==> config.mk <==
export PLATFORM = sky130hd
export DESIGN_NAME = goe_win_col
export DESIGN_NICKNAME = d
export VERILOG_FILES = /design/src/rtl/goe_pkg.sv /design/src/rtl/goe_win_col.sv
export SDC_FILE = /design/constraint.sdc
export NUM_CORES = 1
export LEC_CHECK = 0
export BUFFER_PORTS_ARGS = -buffer_cell sky130_fd_sc_hd__buf_2
export CAP_MARGIN = 20
export CORE_MARGIN = 2
export CORE_UTILIZATION = 41
export DETAILED_ROUTE_END_ITERATION = 10
export MAX_ROUTING_LAYER = met4
export PLACE_DENSITY = 0.76
export SLEW_MARGIN = 25
export SYNTH_ARGS = -nofsm -noshare
export SYNTH_HDL_FRONTEND = slang
export SYNTH_SLANG_ARGS = --single-unit
==> constraint.sdc <==
create_clock -name clk -period 0.8 [get_ports clk]
set_input_delay 0.08 -clock clk [delete_from_list [all_inputs] [get_ports clk]]
set_output_delay 0.08 -clock clk [all_outputs]
set_load 0.01 [all_outputs]
==> src/rtl/goe_pkg.sv <==
// Shared constants, types and register codes of the obstacle border erode block.
package goe_pkg;

  localparam int MAX_COLS  = 1024;
  localparam int CELL_BITS = 8;
  localparam int ADDR_W    = $clog2(MAX_COLS);
  localparam int CODE_W    = 8;
  localparam int ROWS_W    = 16;
  localparam int COLS_W    = 11;
  localparam int ROW_W     = 17;
  localparam int EMIT_W    = 26;
  localparam int TOTAL_W   = ROWS_W + COLS_W;
  localparam int CFG_IDX_W = 2;
  localparam int CFG_DAT_W = 16;
  localparam int LINE_W    = 2 * CELL_BITS;

  typedef logic [CELL_BITS-1:0] cell_t;

  typedef enum logic [CFG_IDX_W-1:0] {
    REG_FREE    = 2'd0,
    REG_BLOCKED = 2'd1,
    REG_ROWS    = 2'd2,
    REG_COLS    = 2'd3
  } cfg_reg_t;

  typedef struct packed {
    cell_t top;
    cell_t mid;
    cell_t bot;
  } win_col_t;

  typedef struct packed {
    logic has_result;
    logic last;
    logic up;
    logic down;
    logic left;
    logic right;
  } pos_tag_t;

endpackage

==> src/rtl/goe_win_col.sv <==
// One column cell of the 3x3 window, loaded from its right-hand neighbor.
module goe_win_col
  import goe_pkg::*;
(
  input  logic     clk,
  input  logic     rst,
  input  logic     shift,
  input  win_col_t col_in,
  output win_col_t col_out
);

  win_col_t col;

  always_ff @(posedge clk) begin
    if (rst) begin
      col <= '0;
    end else if (shift) begin
      col <= col_in;
    end
  end

  assign col_out = col;

endmodule

==> impl_metrics.csv, run 1 <==
group,metric,value,unit
outcome,status,"finished with violations",
outcome,violations,"negative setup slack",
power_and_ir_drop,total_leakage_power,0.723,nW
critical_path,crit_type,"reg -> out",
critical_path,endpoint_kind,"primary output",
logic_synthesis,synthesis.area,870,sq um
placed_design,dp_hpwl,1250,microns
logic_synthesis,synthCells,77,
cells_and_area,mostFrequentLayoutCells,"buf_2, buf_6, mux2i_1, nor2_1, dfxtp_2",
placed_design,dp.cells,151,
logic_synthesis,yosysWarningCount,0,
power_and_ir_drop,intPower,1.84,mW
timing,tightest_slew,0.405,ns
critical_path,cp.arrival,0.76,ns
critical_path,cp_cell_sequence,"buf_6",
floorplanning,io_pins,51,
global_routing,grt_max_degree,25,
logic_synthesis,synth_compound_area_share,0,%
timing,period_minus_slack,0.845,ns
floorplanning,die_h,50.1,microns
critical_path,crit_slowest_cell,"dfxtp_2",
timing,drv_slew,0,
global_routing,grt_pass1_vias,733,
clocking,cts-root-buf,"clkbuf_4",
power_and_ir_drop,p_switching,552,uW
cells_and_area,nets,164,
cells_and_area,final_common_cell,"buf_2",
min_path,holdCritPathClass,"in -> reg",
drt,via_per_inst,4.46,
logic_synthesis,synth_top_area_share,55.3,%
logic_synthesis,yosys.area_share.simple,10.4,%
power_and_ir_drop,power_frac_seq,55.5,%
floorplanning,num_rows,16,
cells_and_area,diodes,0,
placed_design,portBuffers,50,
logic_synthesis,synth.area.mux_share,27.6,%
placed_design,gp_congestion,0.634,
placed_design,place_ws,0.0141,ns
clocking,numCtsBuffers,3,
power_and_ir_drop,switching_share,23.0,%
cells_and_area,fin_area,1420,sq um
cells_and_area,drive_above_1_share,64.0,%
critical_path,critPathMaxFanout,2,
logic_synthesis,synth.avg_cell_area,11.3,sq um
logic_synthesis,yosys.area_share.xor_xnor,0,%
cells_and_area,largest_register_ffs,24,
timing,fmax,1.18,GHz
timing,finalHoldViolations,0,
drt,wire_per_inst,11.6,microns
power_and_ir_drop,power_frac_comb,19.1,%
cells_and_area,final_util,71.5,%
logic_synthesis,synth_area_leader_cell,"dfxtp_1",
logic_synthesis,synth_area_leaders,"dfxtp_1, mux2i_1, nor2_1",
logic_synthesis,synth_nets,104,
clocking,path_clk_slew,0.13,ns
logic_synthesis,synth.ff_latch_count,24,
power_and_ir_drop,power_frac_clock,25.3,%
drt,ant_nets,0,
floorplanning,die_w,50.1,microns
floorplanning,initial_core_util,43.9,%
drt,drc,0,
clocking,clock_latency,0.30,ns
floorplanning,core-area,1980,sq um
timing,timing.hold.ws,0.00155,ns
critical_path,crit_family,"flip-flops",
critical_path,worst-path-buf-inv,1,
flow_run,maxCapViolCount,0,
global_routing,grt_pass1_wl,3000,microns
placed_design,placed_area,1130,sq um
timing,slew_headroom,73.0,%
drt,drtIter0Drc,0,
drt,dr.pass1.iters,1,
drt,vias,727,
cells_and_area,area_growth,63.0,%
logic_synthesis,yosys.area_share.adder,0,%
drt,detail_route.wirelength,1890,microns
global_routing,grt_usage,16.0,%
timing,layout_setup_ws,-0.0448,ns
timing,setup-tns-final,-0.825,ns
clocking,clock_sinks,24,
clocking,cts_tree,"built",
power_and_ir_drop,finalPower,2.39,mW
timing,rsz0062_at_grt,"yes",
timing,fin_crit_sh,106,%
power_and_ir_drop,ir_drop,1110,uV
critical_path,cp_slowest_stage_delay,0.35,ns
floorplanning,die-area,2510,sq um
clocking,htreeDepth,1,
critical_path,startpoint_type,"register",
global_routing,antenna_found_initial,0,
logic_synthesis,synth_top_family_by_area,"multiplexers",
timing,clock_skew,0,ns
cells_and_area,final_cell_count_no_fill,163,
global_routing,grt_overflow,0,
clocking,cts_buffer_depth,2,
power_and_ir_drop,p_per_area,1690,nW/um^2
logic_synthesis,ys_seq_area_share,55.3,%
critical_path,crit_required,0.72,ns
logic_synthesis,synth.distinct_cells,6,
timing,setup_violations,24,
repair_timing:
item / in CTS / in global routing
hold endpoints to repair: 0 / 1
resized for setup: 48 / 1
cloned: 0 / 0
setup buffers: 4 / 3
hold buffers: 0 / 1
endpoints found under the setup margin: 24 / 27
final cells by class:
cell class / count / area [sq um]
well taps: 27 / 33.8
fillers: 152 / 564
repair buffers: 60 / 507
clock buffers: 4 / 36.3
multi-input cells: 48 / 330
flip-flops and latches: 24 / 510
cell families after synthesis:
family,count (synthesis)
multiplexers,24
flip-flops,24
buffers and inverters,5
AND/OR/NAND/NOR,24
routing by layer:
metal | part of all wire, % | GRT usage (%) | routed length [microns]
met1 | 41 | 18.4 | 766
met2 | 54 | 27.2 | 1020
met3 | 4.4 | 3.03 | 82
met4 | 0.64 | 6.48 | 12
met5 | 0 | - | 0
path summary, 6_finish.rpt:
kind                             startpoint           to  slack, ns  cells past startpoint
worst max-delay path             col_out[5]   col_out[5]      -0.04                      1
worst min-delay path              col_in[6]   col_out[6]      0.002                      3
worst max register to register  col_out[12]  col_out[12]       0.03                      3
worst min register to register  col_out[22]  col_out[22]       0.51                      2
cell usage after synthesis, drive strengths merged:
cell type,count
buf,3
clkbuf,2
dfxtp,24
mux2i,24
nor2,24
power groups by stage:
stage / logic [mW] / registers [mW] / clock network (mW)
2_1_floorplan: 0.163 / 1.36 / 0
3_3_place_gp: 0.338 / 1.32 / 0
3_5_place_dp: 0.347 / 1.32 / 0
4_1_cts: 0.443 / 1.33 / 0.620
5_1_grt: 0.496 / 1.34 / 0.695
6_report: 0.458 / 1.33 / 0.607
(Power assumes the default switching activity.)
==> run 2: changes to the inputs <==
CTS_CLUSTER_DIAMETER = 150   (was not set)
SKIP_CTS_REPAIR_TIMING = 1   (was not set)
==> impl_metrics.csv, run 2 (synthesized netlist as in run 1, its figures left out) <==
group,metric,value,unit
drt,dr.pass1.iters,2,
cells_and_area,final_cell_count_no_fill,161,
timing,fin_crit_sh,106,%
drt,drtIter0Drc,2,
cells_and_area,fin_area,1400,sq um
power_and_ir_drop,finalPower,2.39,mW
cells_and_area,mostFrequentLayoutCells,"buf_2, mux2i_1, nor2_1, dfxtp_2, buf_6",
timing,setup-tns-final,-0.821,ns
floorplanning,die_h,50.1,microns
clocking,clock_latency,0.30,ns
drt,drc,0,
critical_path,crit_type,"reg -> out",
clocking,numCtsBuffers,3,
drt,ant_nets,0,
min_path,holdCritPathClass,"in -> reg",
timing,tightest_slew,0.409,ns
global_routing,grt_use_met2,24.6,%
floorplanning,num_rows,16,
placed_design,gp_congestion,0.634,
timing,layout_setup_ws,-0.0472,ns
global_routing,grt_pass1_wl,2730,microns
clocking,cts_buffer_depth,2,
floorplanning,core-area,1980,sq um
clocking,clock_sinks,24,
drt,via_per_inst,4.48,
global_routing,antenna_found_initial,0,
critical_path,critPathMaxFanout,2,
cells_and_area,register_area,510,sq um
clocking,path_clk_slew,0.13,ns
drt,wire_per_inst,12.0,microns
global_routing,grt_usage,14.5,%
cells_and_area,drive_above_1_share,63.4,%
critical_path,endpoint_kind,"primary output",
timing,setup_violations,24,
global_routing,grt_util_met1,16.5,%
critical_path,worst-path-buf-inv,1,
timing,clock_skew,0,ns
placed_design,dp.cells,151,
cells_and_area,multi_input_area,330,sq um
critical_path,cp_slowest_stage_delay,0.35,ns
cells_and_area,area_growth,60.9,%
power_and_ir_drop,p_per_area,1710,nW/um^2
cells_and_area,nets,162,
power_and_ir_drop,ir_drop,1110,uV
global_routing,grt-busiest-layer,"met2",
clocking,cts-root-buf,"clkbuf_4",
global_routing,grt_pass1_vias,642,
timing,fmax,1.18,GHz
flow_run,maxCapViolCount,0,
timing,rsz0062_at_grt,"yes",
timing,period_minus_slack,0.847,ns
critical_path,startpoint_type,"register",
drt,vias,721,
cells_and_area,final_util,70.6,%
timing,finalHoldViolations,0,
floorplanning,io_pins,51,
floorplanning,die_w,50.1,microns
outcome,violations,"negative setup slack",
floorplanning,initial_core_util,43.9,%
timing,slew_headroom,72.7,%
outcome,status,"finished with violations",
critical_path,cp_cell_sequence,"buf_6",
cells_and_area,final_common_cell,"buf_2",
critical_path,cp.arrival,0.77,ns
critical_path,crit_slowest_cell,"dfxtp_2",
global_routing,grt_overflow,0,
drt,detail_route.wirelength,1930,microns
critical_path,crit_family,"flip-flops",
placed_design,dp_hpwl,1250,microns
timing,drv_slew,0,
cells_and_area,diodes,0,
cells_and_area,largest_register_ffs,24,
critical_path,crit_required,0.72,ns
global_routing,met3_usage,3.03,%
cells_and_area,n_fill_cell,159,
clocking,cts_tree,"built",
floorplanning,die-area,2510,sq um
clocking,htreeDepth,1,
placed_design,placed_area,1130,sq um
global_routing,grt_max_degree,25,
power_and_ir_drop,total_leakage_power,0.711,nW
placed_design,portBuffers,50,
[run 2: cell types whose count changed in the layout (fill, tap and decap cells not counted)]
cell,change
buf_6,-1
buf_4,-1
[run 2: final timing paths]
check | startpoint | end | slack (ns) | cells after the start
max reg2reg | col_out[5] | col_out[5] | 0 | 3
min | col_in[6] | col_out[6] | 0.002 | 3
max | col_out[4] | col_out[4] | -0.05 | 1
min reg2reg | col_out[22] | col_out[22] | 0.51 | 2
[run 2: routing by layer]
layer  wire length, microns  vias to the layer above
met5                      0                        -
met4                     13                        0
met3                     87                        2
met2                   1060                       21
met1                    763                      327
li1                       -                      371
[run 2: through the flow]
step	worst slack (ns)	hold slack, ns
3_5_place_dp	0.0141	0.325
2_1_floorplan	0.127	0.152
4_1_cts	-0.0839	0.00204
6_report	-0.0472	0.00248
5_1_grt	-0.0877	0.00595
3_3_place_gp	0.0474	0.314
[run 2: final cells by class]
class	count	share of cell area, %
Sequential cell	24	36.5
Timing Repair Buffer	58	34.9
Multi-Input combinational cell	48	23.6
Clock buffer	4	2.59
Tap cell	27	2.42
[run 2: power by group]
part,internal [mW],switching [mW],total [mW],leakage (nW)
clock,0.277,0.330,0.608,0.0210
combinational,0.276,0.174,0.450,0.484
sequential,1.28,0.0489,1.33,0.207
total,1.83,0.553,2.39,0.711
==> run 3: changes to the inputs <==
CORE_UTILIZATION = 44   (was 41)
CTS_BUF_LIST = sky130_fd_sc_hd__clkbuf_4   (was not set)
PLACE_DENSITY = 0.81   (was 0.76)
==> impl_metrics.csv, run 3 (synthesized netlist as in run 1, its figures left out) <==
group,metric,value,unit
outcome,status,"finished with violations",
outcome,violations,"negative setup slack",
clocking,clock_latency,0.29,ns
cells_and_area,final_common_cell,"buf_2",
cells_and_area,area_growth,53.8,%
timing,layout_setup_ws,-0.0393,ns
placed_design,gp_congestion,0.774,
global_routing,grt_pass1_vias,734,
critical_path,crit_required,0.72,ns
timing,clock_skew,0,ns
clocking,cts_tree,"built",
drt,detail_route.wirelength,2030,microns
timing,setup-tns-final,-0.773,ns
critical_path,critPathMaxFanout,2,
global_routing,antenna_found_initial,0,
power_and_ir_drop,ir_drop,1060,uV
critical_path,worst-path-buf-inv,1,
drt,wire_per_inst,13.2,microns
critical_path,cp_slowest_stage_delay,0.35,ns
timing,slew_headroom,71.3,%
placed_design,dp_hpwl,1400,microns
critical_path,startpoint_type,"register",
placed_design,portBuffers,50,
global_routing,grt_usage,17.2,%
drt,drtIter0Drc,9,
cells_and_area,diodes,0,
timing,period_minus_slack,0.839,ns
drt,via_per_inst,4.67,
timing,fin_crit_sh,105,%
critical_path,cp.arrival,0.76,ns
timing,tightest_slew,0.430,ns
timing,drv_slew,0,
floorplanning,initial_core_util,45.7,%
global_routing,grt_max_degree,25,
global_routing,grt_use_met2,30.8,%
drt,drc,0,
critical_path,crit_slowest_cell,"dfxtp_2",
power_and_ir_drop,p_per_area,1690,nW/um^2
timing,finalHoldViolations,0,
floorplanning,core-area,1900,sq um
clocking,path_clk_slew,0.12,ns
clocking,htreeDepth,1,
cells_and_area,drive_above_1_share,62.2,%
cells_and_area,nets,156,
floorplanning,io_pins,51,
timing,rsz0062_at_grt,"yes",
critical_path,cp_cell_sequence,"buf_6",
floorplanning,die_h,48.5,microns
power_and_ir_drop,finalPower,2.25,mW
floorplanning,die-area,2350,sq um
cells_and_area,largest_register_ffs,24,
clocking,cts-root-buf,"clkbuf_4",
timing,setup_violations,24,
clocking,clock_sinks,24,
min_path,holdCritPathClass,"in -> reg",
global_routing,grt_overflow,0,
floorplanning,num_rows,16,
drt,ant_nets,0,
flow_run,maxCapViolCount,0,
global_routing,grt_util_met1,19.2,%
timing,fmax,1.19,GHz
critical_path,crit_family,"flip-flops",
floorplanning,die_w,48.5,microns
global_routing,grt_pass1_wl,3130,microns
critical_path,endpoint_kind,"primary output",
timing,timing.hold.ws,0.00667,ns
cells_and_area,final_util,70.3,%
global_routing,met3_usage,2.47,%
power_and_ir_drop,total_leakage_power,0.674,nW
global_routing,grt-busiest-layer,"met2",
clocking,numCtsBuffers,3,
drt,vias,719,
clocking,cts_buffer_depth,2,
drt,dr.pass1.iters,4,
cells_and_area,mostFrequentLayoutCells,"buf_2, mux2i_1, nor2_1, dfxtp_2, buf_6",
cells_and_area,n_fill_cell,143,
critical_path,crit_type,"reg -> out",
==> run 3: layout make-up <==
| cell class | instances | area [sq um] | share of cell area [%] |
|---|---|---|---|
| Sequential cell | 24 | 510 | 38.2 |
| Clock buffer | 3 | 22.5 | 1.68 |
| Tap cell | 27 | 33.8 | 2.53 |
| Multi-Input combinational cell | 48 | 330 | 24.7 |
| Timing Repair Buffer | 52 | 440 | 32.9 |
==> run 3: path summary, 6_finish.rpt <==
check	start	to	slack (ns)	cells after the start
hold / removal	col_in[21]	col_out[21]	0.007	3
hold reg to reg	col_out[21]	col_out[21]	0.51	2
setup reg to reg	col_out[8]	col_out[8]	0.12	2
setup / recovery	col_out[9]	col_out[9]	-0.04	1
==> run 3: worst reg2reg max path: stages, from the launching register on <==
cell,delay (ns)
dfxtp_2,0.35
mux2i_1,0.16
nor2_1,0.07
==> run 3: metrics by stage <==
step                      setup WS, ns  area [sq um]  std cells
final                          -0.0393          1340        154
after global routing           -0.0866          1340        154
after CTS                      -0.0815          1160        154
after detailed placement        0.0258          1130        151
after global placement          0.0531          1130        151
after floorplan                  0.127           870         77
==> run 3: layer usage <==
layer,up-vias,wire length (microns),part of all wire [%]
met5,-,0,0
met4,0,67,3.3
met3,6,57,2.8
met2,16,1180,58
met1,344,719,35
li1,353,-,-
==> run 3: report_power, final <==
| group | switching (mW) | internal [mW] |
|---|---|---|
| sequential | 0.0497 | 1.28 |
| clock | 0.320 | 0.175 |
| combinational | 0.172 | 0.257 |
| total | 0.542 | 1.71 |
