$ cat src/rtl/goe_pkg.sv
// Shared constants, types and register codes of the obstacle border erode block.
package goe_pkg;

  localparam int MAX_COLS  = 1024;
  localparam int CELL_BITS = 8;
  localparam int ADDR_W    = $clog2(MAX_COLS);
  localparam int CODE_W    = 8;
  localparam int ROWS_W    = 16;
  localparam int COLS_W    = 11;
  localparam int ROW_W     = 17;
  localparam int EMIT_W    = 26;
  localparam int TOTAL_W   = ROWS_W + COLS_W;
  localparam int CFG_IDX_W = 2;
  localparam int CFG_DAT_W = 16;
  localparam int LINE_W    = 2 * CELL_BITS;

  typedef logic [CELL_BITS-1:0] cell_t;

  typedef enum logic [CFG_IDX_W-1:0] {
    REG_FREE    = 2'd0,
    REG_BLOCKED = 2'd1,
    REG_ROWS    = 2'd2,
    REG_COLS    = 2'd3
  } cfg_reg_t;

  typedef struct packed {
    cell_t top;
    cell_t mid;
    cell_t bot;
  } win_col_t;

  typedef struct packed {
    logic has_result;
    logic last;
    logic up;
    logic down;
    logic left;
    logic right;
  } pos_tag_t;

endpackage

$ cat src/rtl/goe_ctrl.sv
// Raster position tracking: input row and column, emitted count and window bounds.
module goe_ctrl
  import goe_pkg::*;
(
  input  logic                clk,
  input  logic                rst,
  input  logic                accept,
  input  logic [ROWS_W-1:0]   rows,
  input  logic [COLS_W-1:0]   cols,
  input  logic [TOTAL_W-1:0]  total,
  output logic [ADDR_W-1:0]   slot,
  output pos_tag_t            tag
);

  logic [ROW_W-1:0]  in_row;
  logic [ROW_W-1:0]  in_row_next;
  logic [ADDR_W-1:0] in_col;
  logic [ADDR_W-1:0] in_col_next;
  logic [EMIT_W-1:0] cells_emitted;
  logic [EMIT_W-1:0] cells_emitted_next;
  logic              col_zero;
  logic              crow_neg;
  logic              col_wrap;
  logic [ROW_W-1:0]  crow;
  logic [ADDR_W-1:0] ccol;

  always_comb begin
    col_zero = (in_col == '0);
    crow_neg = col_zero ? (in_row < ROW_W'(2)) : (in_row == '0);
    crow     = in_row - (col_zero ? ROW_W'(2) : ROW_W'(1));
    ccol     = col_zero ? ADDR_W'(cols - COLS_W'(1)) : in_col - ADDR_W'(1);
    col_wrap = (COLS_W'(in_col) + COLS_W'(1)) >= cols;

    tag.has_result = !crow_neg;
    tag.up         = (crow != '0);
    tag.down       = ({1'b0, crow} + (ROW_W + 1)'(1)) < (ROW_W + 1)'(rows);
    tag.left       = (ccol != '0);
    tag.right      = (COLS_W'(ccol) + COLS_W'(1)) < cols;
    tag.last       = !crow_neg &&
                     ((TOTAL_W'(cells_emitted) + TOTAL_W'(1)) >= total);

    in_row_next        = in_row;
    in_col_next        = in_col;
    cells_emitted_next = cells_emitted;
    if (accept) begin
      if (tag.last) begin
        in_row_next        = '0;
        in_col_next        = '0;
        cells_emitted_next = '0;
      end else begin
        if (col_wrap) begin
          in_col_next = '0;
          in_row_next = in_row + ROW_W'(1);
        end else begin
          in_col_next = in_col + ADDR_W'(1);
        end
        if (tag.has_result) begin
          cells_emitted_next = cells_emitted + EMIT_W'(1);
        end
      end
    end
  end

  always_ff @(posedge clk) begin
    if (rst) begin
      in_row        <= '0;
      in_col        <= '0;
      cells_emitted <= '0;
    end else begin
      in_row        <= in_row_next;
      in_col        <= in_col_next;
      cells_emitted <= cells_emitted_next;
    end
  end

  assign slot = in_col;

endmodule

$ cat config.mk
export PLATFORM = sky130hd
export DESIGN_NAME = goe_ctrl
export DESIGN_NICKNAME = d
export VERILOG_FILES = /design/src/rtl/goe_pkg.sv /design/src/rtl/goe_ctrl.sv
export SDC_FILE = /design/constraint.sdc
export NUM_CORES = 1
export LEC_CHECK = 0
export ABC_AREA = 1
export BUFFER_PORTS_ARGS = -buffer_cell sky130_fd_sc_hd__buf_2
export CAP_MARGIN = 30
export CORE_UTILIZATION = 35
export DETAILED_ROUTE_END_ITERATION = 8
export GPL_ROUTABILITY_DRIVEN = 0
export SYNTH_ARGS = -nofsm -noshare
export SYNTH_HDL_FRONTEND = slang
export SYNTH_SLANG_ARGS = --single-unit
$ cat constraint.sdc
create_clock -name clk -period 11.52 [get_ports clk]
set_input_delay 2.304 -clock clk [delete_from_list [all_inputs] [get_ports clk]]
set_output_delay 2.304 -clock clk [all_outputs]
set_load 0.01 [all_outputs]
==> flow_summary.json, run 1 <==
{
  "switching_share_pct": 37.0,
  "start_util_pct": 35.9,
  "grtUsageTotal_pct": 17.3,
  "overflow": 0,
  "hold_buffers": 0,
  "drc": 0,
  "tightest_slew_ns": 0.865,
  "yosys.area_share.adder_pct": 14.2,
  "cts_resized": 0,
  "cts_sinks": 53,
  "maxSlewViolCount": 0,
  "place_hpwl_um": 13300,
  "crit_path_frequent_cell": "nand2_1",
  "postSynth.asyncResetShare_pct": 0,
  "combPwrFrac_pct": 36.3,
  "final_area_um2": 7360,
  "hold_slack_ns": 0.494,
  "rows": 50,
  "synth_area_leaders": "dfxtp_1, ha_1, nand2_1",
  "synth_compound_area_share_pct": 8.79,
  "seq_area_um2": 1060,
  "clock_latency_ns": 0.30,
  "cp_cell_sequence": "buf_2 > inv_1 > nand3_2 > nand2_2 > ha_1 > nand3_2 > nor2_2 > nand3_1 > nand2_1 > nand2_1 > or2_0 > nand2_1 > inv_1 > ha_1 > a21oi_1 > o21ai_0 > a221oi_1 > buf_2",
  "worst_hold_path_type": "register to register",
  "place.port_buffers": 72,
  "dpl-instance-area_um2": 7200,
  "synth-simple-area-share_pct": 38.5,
  "dp_cells": 1327,
  "fillers": 2051,
  "antenna_cells": 0,
  "die_y_um": 141,
  "critPathMaxFanout": 6,
  "end_kind": "output pin",
  "post-synth-top-count-cell": "nand2_1",
  "vdd.ir_drop.worst_mv": 0.0505,
  "startpoint_type": "primary input",
  "powerDensity_nw_per_um2": 73.7,
  "cp.required_ns": 9.22,
  "cts_root_buf": "clkbuf_16",
  "switching_power_uw": 200,
  "hold_viol": 0,
  "slowest_delay_ns": 0.28,
  "netlist_top_cells_count": "nand2_1, inv_1, a21oi_1",
  "ys_seq_area_share_pct": 15.7,
  "first_iter_violations": 448,
  "max_freq_mhz": 139,
  "core_um2": 18800,
  "path_class": "primary input to output pin",
  "grt_max_degree": 56,
  "avgSynthCellArea_um2": 6.38,
  "vias": 6543,
  "finalSetupViolCount": 0,
  "yosysTopAreaCellShare_pct": 15.7,
  "htreeDepth": 2,
  "ioPinCount": 73,
  "worst_path_max_delay_cell": "ha_1",
  "final_nets": 1233,
  "synthCells": 1057,
  "status": "finished, final reports clean",
  "yosysTopAreaCell": "dfxtp_1",
  "finalClockSkew_ns": 0.00765,
  "cap_violations": 0,
  "area_growth_pct": 9.07,
  "multi_input_area_um2": 4800,
  "grt_pass1_vias": 6042,
  "drtAntennaViolNets": 0,
  "routed_wl_um": 16800,
  "rsz0062_at_grt": "no",
  "wl_per_cell_um": 12.6,
  "cts_tree": "built",
  "synth_xor_area_share_pct": 9.55,
  "p_int_uw": 342,
  "antenna_found_initial": 0,
  "dieArea_um2": 19800,
  "crit_arrival_ns": 4.87,
  "dr.pass1.iters": 5,
  "synth_mux_area_share_pct": 0,
  "clk_pin_slew_ns": 0.07,
  "die_w_um": 141,
  "fin_util_pct": 39.2,
  "cts_setup_buffers": 0,
  "crit_buf_inv": 4,
  "syn_nets": 1190,
  "min_period_ns": 7.18,
  "grt_pass1_wl_um": 28500,
  "numCtsBuffers": 5,
  "avgViaCountPerCell": 4.90,
  "drive_gt1_share_pct": 13.7,
  "setup-tns-final_ns": 0,
  "finalCritPeriodShare_pct": 62.3,
  "syn_area_um2": 6750,
  "yosysUniqueCellTypes": 49,
  "ys_ff_latch": 53,
  "stdcell_count": 1335,
  "synth_top_family_by_area": "simple AND/OR/NAND/NOR gates",
  "power_leakage_nw": 3.82,
  "ys.warnings.count": 0,
  "synth_edf_count": 0,
  "p_seq_share_pct": 34.2,
  "slew_headroom_pct": 42.1,
  "crit_family": "simple AND/OR/NAND/NOR gates",
  "synthFlopType": "dfxtp_1",
  "pwr-share-clk_pct": 29.5,
  "cts_max_path_buffers": 2
}
[flip-flops by register name, summed over array words and instances (netlist names)]
signal         count
cells_emitted     26
in_row            17
slot              10
[power by group through the flow]
stage / logic, mW / registers [mW] / clock network, mW
after floorplan: 0.153 / 0.190 / 0
after global placement: 0.195 / 0.190 / 0
after detailed placement: 0.198 / 0.190 / 0
after CTS: 0.199 / 0.185 / 0.161
after global routing: 0.227 / 0.186 / 0.168
final: 0.197 / 0.185 / 0.160
[worst min-delay path, stage by stage, from the launching register on]
cell and delay (ns):
dfxtp_1 0.33, nand2_1 0.07, a21oi_1 0.06
[metal layers]
| layer | vias to the layer above | wire, um | track usage (%) |
|---|---|---|---|
| met2 | 87 | 7740 | 29.5 |
| met4 | 0 | 127 | 3.03 |
| met3 | 8 | 444 | 1.80 |
| met1 | 2931 | 8480 | 23.5 |
| met5 | - | 0 | 0 |
| li1 | 3517 | - | - |
[layout make-up]
cell class                      instances  area share (%)
Clock buffer                            6            1.89
Clock inverter                          2           0.187
Inverter                              179            9.17
Multi-Input combinational cell        788            65.2
Sequential cell                        53            14.4
Tap cell                              234            3.98
Timing Repair Buffer                   73            5.17
[placed cells by master (no fill, tap or decap), types with 2 or more instances in the layout]
master / count
a21oi_1: 84
buf_2: 72
clkbuf_16: 5
clkinv_1: 2
dfxtp_1: 53
ha_1: 75
inv_1: 167
inv_2: 9
nand2_1: 218
nand2_2: 11
nand2_4: 3
nand3_1: 82
nand3_2: 8
nand3b_1: 4
nand4_1: 58
nor2_1: 78
nor2_2: 17
nor2_4: 4
nor2_8: 2
nor3_1: 23
nor3_2: 3
nor3b_1: 3
nor4_1: 8
o21a_1: 3
o21ai_0: 16
or2_2: 2
xnor2_1: 11
xor2_1: 57
xor2_2: 2
[metrics by stage]
| stage | power, mW | worst slack (ns) |
|---|---|---|
| after global placement | 0.385 | 4.38 |
| after CTS | 0.545 | 4.32 |
| final | 0.542 | 4.34 |
| after floorplan | 0.343 | 4.70 |
| after global routing | 0.581 | 3.82 |
| after detailed placement | 0.388 | 4.34 |
[worst paths after layout]
path / startpoint / to / slack [ns] / cells past startpoint
min: cells_emitted[1] / cells_emitted[1] / 0.49 / 2
max reg2reg: slot[2] / in_row[7] / 6.87 / 17
max: cols[1] / tag[0] / 4.34 / 18
min reg2reg: cells_emitted[1] / cells_emitted[1] / 0.49 / 2
[kinds of logic (layout without fill, tap and decap cells)]
kind of cell	after synthesis	in the layout
flops	53	53
xor+xnor	71	71
simple gates	530	530
buf+inv	216	260
fa+ha+maj	76	76
compound gates	111	111
No activity file was read; power rests on OpenSTA's default activity.
==> run 2, diff against run 1 <==
==> constraint.sdc (replaced) <==
create_clock -name clk -period 6.8 [get_ports clk]
set_input_delay 1.36 -clock clk [delete_from_list [all_inputs] [get_ports clk]]
set_output_delay 1.36 -clock clk [all_outputs]
set_load 0.01 [all_outputs]
==> run 2 against run 1 <==
Compared with the run above:
- clock skew rose by 0.0019 ns
- clock power rose by 71%
- cell area down 0.14%
- sequential power increased by 70%
- sequential cell count is the same
- count of clock-buffer cells in the layout stayed put
- via count decreased by 0.83%
- non-clock buffer count did not move
- combinational power up 70%
==> flow_summary.json, run 2 (synthesis gave the netlist of run 1 again) <==
{
  "finalCritPeriodShare_pct": 88.9,
  "finalSetupViolCount": 0,
  "rows": 50,
  "place_hpwl_um": 13300,
  "cts_tree": "built",
  "final_nets": 1233,
  "path_class": "register to output pin",
  "fin_util_pct": 39.1,
  "numCtsBuffers": 5,
  "avgViaCountPerCell": 4.86,
  "grt_pass1_vias": 5982,
  "core_um2": 18800,
  "antenna_cells": 0,
  "rsz0062_at_grt": "no",
  "pwr-share-clk_pct": 29.7,
  "routed.top_layer": "met4",
  "critPathMaxFanout": 15,
  "drt-met1-wl_um": 8450,
  "tightest_slew_ns": 0.882,
  "rrSetupSlack_ns": 2.36,
  "hold_viol": 0,
  "switching_power_uw": 342,
  "p_int_uw": 580,
  "clk_pin_slew_ns": 0.08,
  "final_area_um2": 7350,
  "place.port_buffers": 72,
  "combPwrFrac_pct": 36.2,
  "wl_met3_um": 577,
  "switching_share_pct": 37.1,
  "dr_wl_met2_um": 7620,
  "maxSlewViolCount": 0,
  "p_seq_share_pct": 34.0,
  "end_kind": "output pin",
  "cts_resized": 0,
  "crit_arrival_ns": 4.68,
  "min-delay-start": "in_row[16]",
  "max_freq_mhz": 165,
  "clock_latency_ns": 0.30,
  "cap_violations": 0,
  "cts_max_path_buffers": 2,
  "ioPinCount": 73,
  "area_growth_pct": 8.92,
  "slew_headroom_pct": 41.0,
  "setup-tns-final_ns": 0,
  "dpl-instance-area_um2": 7190,
  "hold_buffers": 0,
  "antenna_found_initial": 0,
  "r2r-start": "slot[2]",
  "dr.pass1.iters": 5,
  "cp.required_ns": 5.44,
  "whs_path_depth": 2,
  "cts_setup_buffers": 0,
  "mostFrequentLayoutCells": "nand2_1, inv_1, a21oi_1",
  "finalClockSkew_ns": 0.00956,
  "wl_per_cell_um": 12.6,
  "status": "finished, final reports clean",
  "cts_root_buf": "clkbuf_16",
  "startpoint_type": "register",
  "regMostFlops": "cells_emitted",
  "vdd.ir_drop.worst_mv": 0.0960,
  "vias": 6489,
  "worst_hold_path_type": "register to register",
  "dieArea_um2": 19800,
  "overflow": 0,
  "drtAntennaViolNets": 0,
  "start_util_pct": 35.9,
  "grtUsageTotal_pct": 17.3,
  "hold_slack_ns": 0.493,
  "drc": 0,
  "power_leakage_nw": 3.81,
  "grt_pass1_wl_um": 28500,
  "first_iter_violations": 436,
  "routed_wl_um": 16800,
  "final_common_cell": "nand2_1",
  "drive_gt1_share_pct": 13.7,
  "r2r_cells": 17,
  "cts_sinks": 53,
  "largest_reg_flops": 26,
  "htreeDepth": 2,
  "die_w_um": 141,
  "holdPathEnd": "in_row[16]",
  "powerDensity_nw_per_um2": 125,
  "reg2reg_to": "in_row[13]",
  "grt_max_degree": 56,
  "min_period_ns": 6.04,
  "fillers": 2047,
  "die_y_um": 141
}
[run 2: cell count changes in the layout (fill, tap and decap cells not counted), sizes merged]
cell      previous run  this run
inv                177       178
clkinv               4         2
clkinvlp             0         1
[run 2: layout make-up]
class / instances / area (um^2) / area share (%)
clock buffers: 6 / 139 / 1.89
clock inverters: 2 / 16.3 / 0.221
inverters: 179 / 674 / 9.18
multi-input cells: 788 / 4800 / 65.3
flip-flops and latches: 53 / 1060 / 14.4
well taps: 234 / 293 / 3.99
repair buffers: 73 / 368 / 5.01
[run 2: how the worst max path moves through the flow]
stage / startpoint / endpoint / slack [ns] / cells past startpoint
floorplan: slot[0] / tag[2] / 1.68 / 26
global placement: slot[0] / tag[2] / 1.23 / 26
detailed placement: slot[1] / tag[2] / 1.10 / 26
CTS: slot[0] / tag[2] / 0.74 / 26
global route: slot[0] / tag[2] / 0.22 / 26
finish: slot[0] / tag[2] / 0.76 / 26
[run 2: per-layer routing]
layer,up-vias,track usage [%]
met1,2887,24.1
met4,0,2.75
met5,-,0
met2,76,28.6
li1,3520,-
met3,6,2.55
[run 2: critical path: stages (launching register included)]
cell,delay (ns)
dfxtp_1,0.39
inv_1,0.12
ha_1,0.23
nand2_1,0.07
nor2_1,0.04
nand3_2,0.28
ha_1,0.21
inv_1,0.06
fa_1,0.43
inv_1,0.13
nand2_4,0.08
xor2_2,0.28
nand3_1,0.18
nor3_2,0.18
nand3_1,0.16
xnor2_1,0.16
ha_1,0.31
nand2_1,0.07
nor2_1,0.14
nand4_1,0.09
o21ai_0,0.22
nand4_1,0.13
inv_1,0.07
nor2_1,0.04
o21ai_0,0.14
nor2_1,0.06
buf_2,0.13
[run 2: metrics by stage]
step	power [mW]	worst slack (ns)	cells
after floorplan	0.581	1.68	1057
after global placement	0.654	1.23	1327
after detailed placement	0.657	1.10	1327
after CTS	0.932	0.736	1335
after global routing	0.994	0.223	1335
final	0.922	0.756	1335
[run 2: power by group through the flow]
stage               combinational (mW)  sequential, mW  clock, mW
floorplan                        0.259           0.321          0
global placement                 0.333           0.321          0
detailed placement               0.336           0.321          0
CTS                              0.338           0.314      0.280
global route                     0.387           0.314      0.293
finish                           0.334           0.314      0.274
==> run 3, diff against run 2 <==
--- a/config.mk
+++ b/config.mk
@@ -11,6 +11,7 @@
 export CORE_UTILIZATION = 35
 export DETAILED_ROUTE_END_ITERATION = 8
 export GPL_ROUTABILITY_DRIVEN = 0
+export PLACE_DENSITY_LB_ADDON = 0.2
 export SYNTH_ARGS = -nofsm -noshare
 export SYNTH_HDL_FRONTEND = slang
 export SYNTH_SLANG_ARGS = --single-unit
==> run 3 against run 2 <==
Compared with the run above:
- cell area barely moved
- count of clock-buffer cells in the layout increased by 1
- worst setup slack improved by 0.084 ns
- power down 0.53%
- sequential power about the same
- critical path depth grew 1
- clock skew rose by 0.0029 ns
- non-clock buffer count rose by 1
- first-iteration DRC count down 31%
- clock power shrank 4%
- sequential share of layout area hardly changed
- largest power group unchanged
- highest routed layer unchanged
==> flow_summary.json, run 3 (synthesis gave the netlist of run 1 again) <==
{
  "dieArea_um2": 19800,
  "min_period_ns": 5.96,
  "worst_hold_path_type": "register to register",
  "cts_setup_buffers": 0,
  "core_um2": 18800,
  "mostFrequentLayoutCells": "nand2_1, inv_1, a21oi_1",
  "cts_max_path_buffers": 2,
  "hold_buffers": 0,
  "multi_input_area_um2": 4800,
  "grt_pass1_vias": 6143,
  "regMostFlops": "cells_emitted",
  "fillers": 2088,
  "cts_sinks": 53,
  "vdd.ir_drop.worst_mv": 0.107,
  "finalSetupViolCount": 0,
  "cts_resized": 0,
  "die_y_um": 141,
  "dp_cells": 1328,
  "cts_root_buf": "clkbuf_16",
  "place.port_buffers": 72,
  "finalClockSkew_ns": 0.0125,
  "dpl-instance-area_um2": 7200,
  "power_leakage_nw": 3.81,
  "rows": 50,
  "wl_per_cell_um": 13.1,
  "dr.pass1.iters": 5,
  "cap_violations": 0,
  "start_util_pct": 35.9,
  "drive_gt1_share_pct": 13.6,
  "drc": 0,
  "first_iter_violations": 301,
  "powerDensity_nw_per_um2": 125,
  "slew_headroom_pct": 43.3,
  "hold_viol": 0,
  "hold_slack_ns": 0.491,
  "ioPinCount": 73,
  "largest_reg_flops": 26,
  "clock_latency_ns": 0.29,
  "die_w_um": 141,
  "fin_total_pwr_uw": 917,
  "startpoint_type": "register",
  "grt_max_degree": 56,
  "final_area_um2": 7340,
  "rsz0062_at_grt": "no",
  "finalCritPeriodShare_pct": 87.6,
  "end_kind": "output pin",
  "routed_wl_um": 17400,
  "setup-tns-final_ns": 0,
  "status": "finished, final reports clean",
  "final_nets": 1234,
  "drtAntennaViolNets": 0,
  "rrSetupSlack_ns": 2.41,
  "grt_pass1_wl_um": 29600,
  "stdcell_count": 1336,
  "overflow": 0,
  "htreeDepth": 2,
  "slowest_delay_ns": 0.43,
  "crit_arrival_ns": 4.60,
  "clk_pin_slew_ns": 0.07,
  "maxSlewViolCount": 0,
  "numCtsBuffers": 5,
  "cp.required_ns": 5.44,
  "grtUsageTotal_pct": 18.0,
  "seq_area_um2": 1060,
  "path_class": "register to output pin",
  "critPathMaxFanout": 15,
  "place_hpwl_um": 13600,
  "antenna_found_initial": 0,
  "final_common_cell": "nand2_1",
  "cts_tree": "built",
  "max_freq_mhz": 168,
  "worst_path_max_delay_cell": "fa_1",
  "tightest_slew_ns": 0.847,
  "avgViaCountPerCell": 4.85,
  "area_growth_pct": 8.89,
  "vias": 6483
}
run 3: power by group:
group          switching [mW]  internal, mW
clock network           0.117         0.145
registers             0.00201         0.312
logic                   0.220         0.121
total                   0.339         0.578
run 3: area by class of cell:
type,count,area share [%]
sequential,53,14.4
multi-input combinational,788,65.3
antenna,1,0.0341
timing repair buffer,74,5.11
inverter,179,9.18
clock buffer,7,1.94
tap,234,3.99
run 3: critical path, delay by kind of cell, from the launching register on:
kind | cells | cell delay (ns)
flip-flops | 1 | 0.37
AO/OA/AOI/OAI | 2 | 0.38
XOR/XNOR | 2 | 0.44
adder cells (fa/ha/maj) | 4 | 1.13
buffers and inverters | 6 | 0.71
AND/OR/NAND/NOR | 13 | 1.29
run 3: worst paths after layout:
check,startpoint,end,cells after the start
worst max-delay path,slot[0],tag[2],27
worst min-delay path,cells_emitted[11],cells_emitted[11],2
worst max register to register,slot[2],in_row[2],17
worst min register to register,cells_emitted[11],cells_emitted[11],2
run 3: routing by layer:
metal  routed length [um]  track usage [%]  share of wire, %  vias up
li1                     -                -                 -     3512
met1                 9000             25.3                52     2890
met5                    0                0                 0        -
met3                  460             2.31               2.6        4
met2                 7910             30.1                45       77
met4                   61             1.77              0.35        0
run 3: stage by stage:
step / worst slack (ns) / util, %
after floorplan: 1.68 / -
after global placement: 1.30 / 38.4
after detailed placement: 1.18 / 38.4
after CTS: 0.855 / 39.1
after global routing: 0.454 / 39.1
final: 0.840 / 39.1
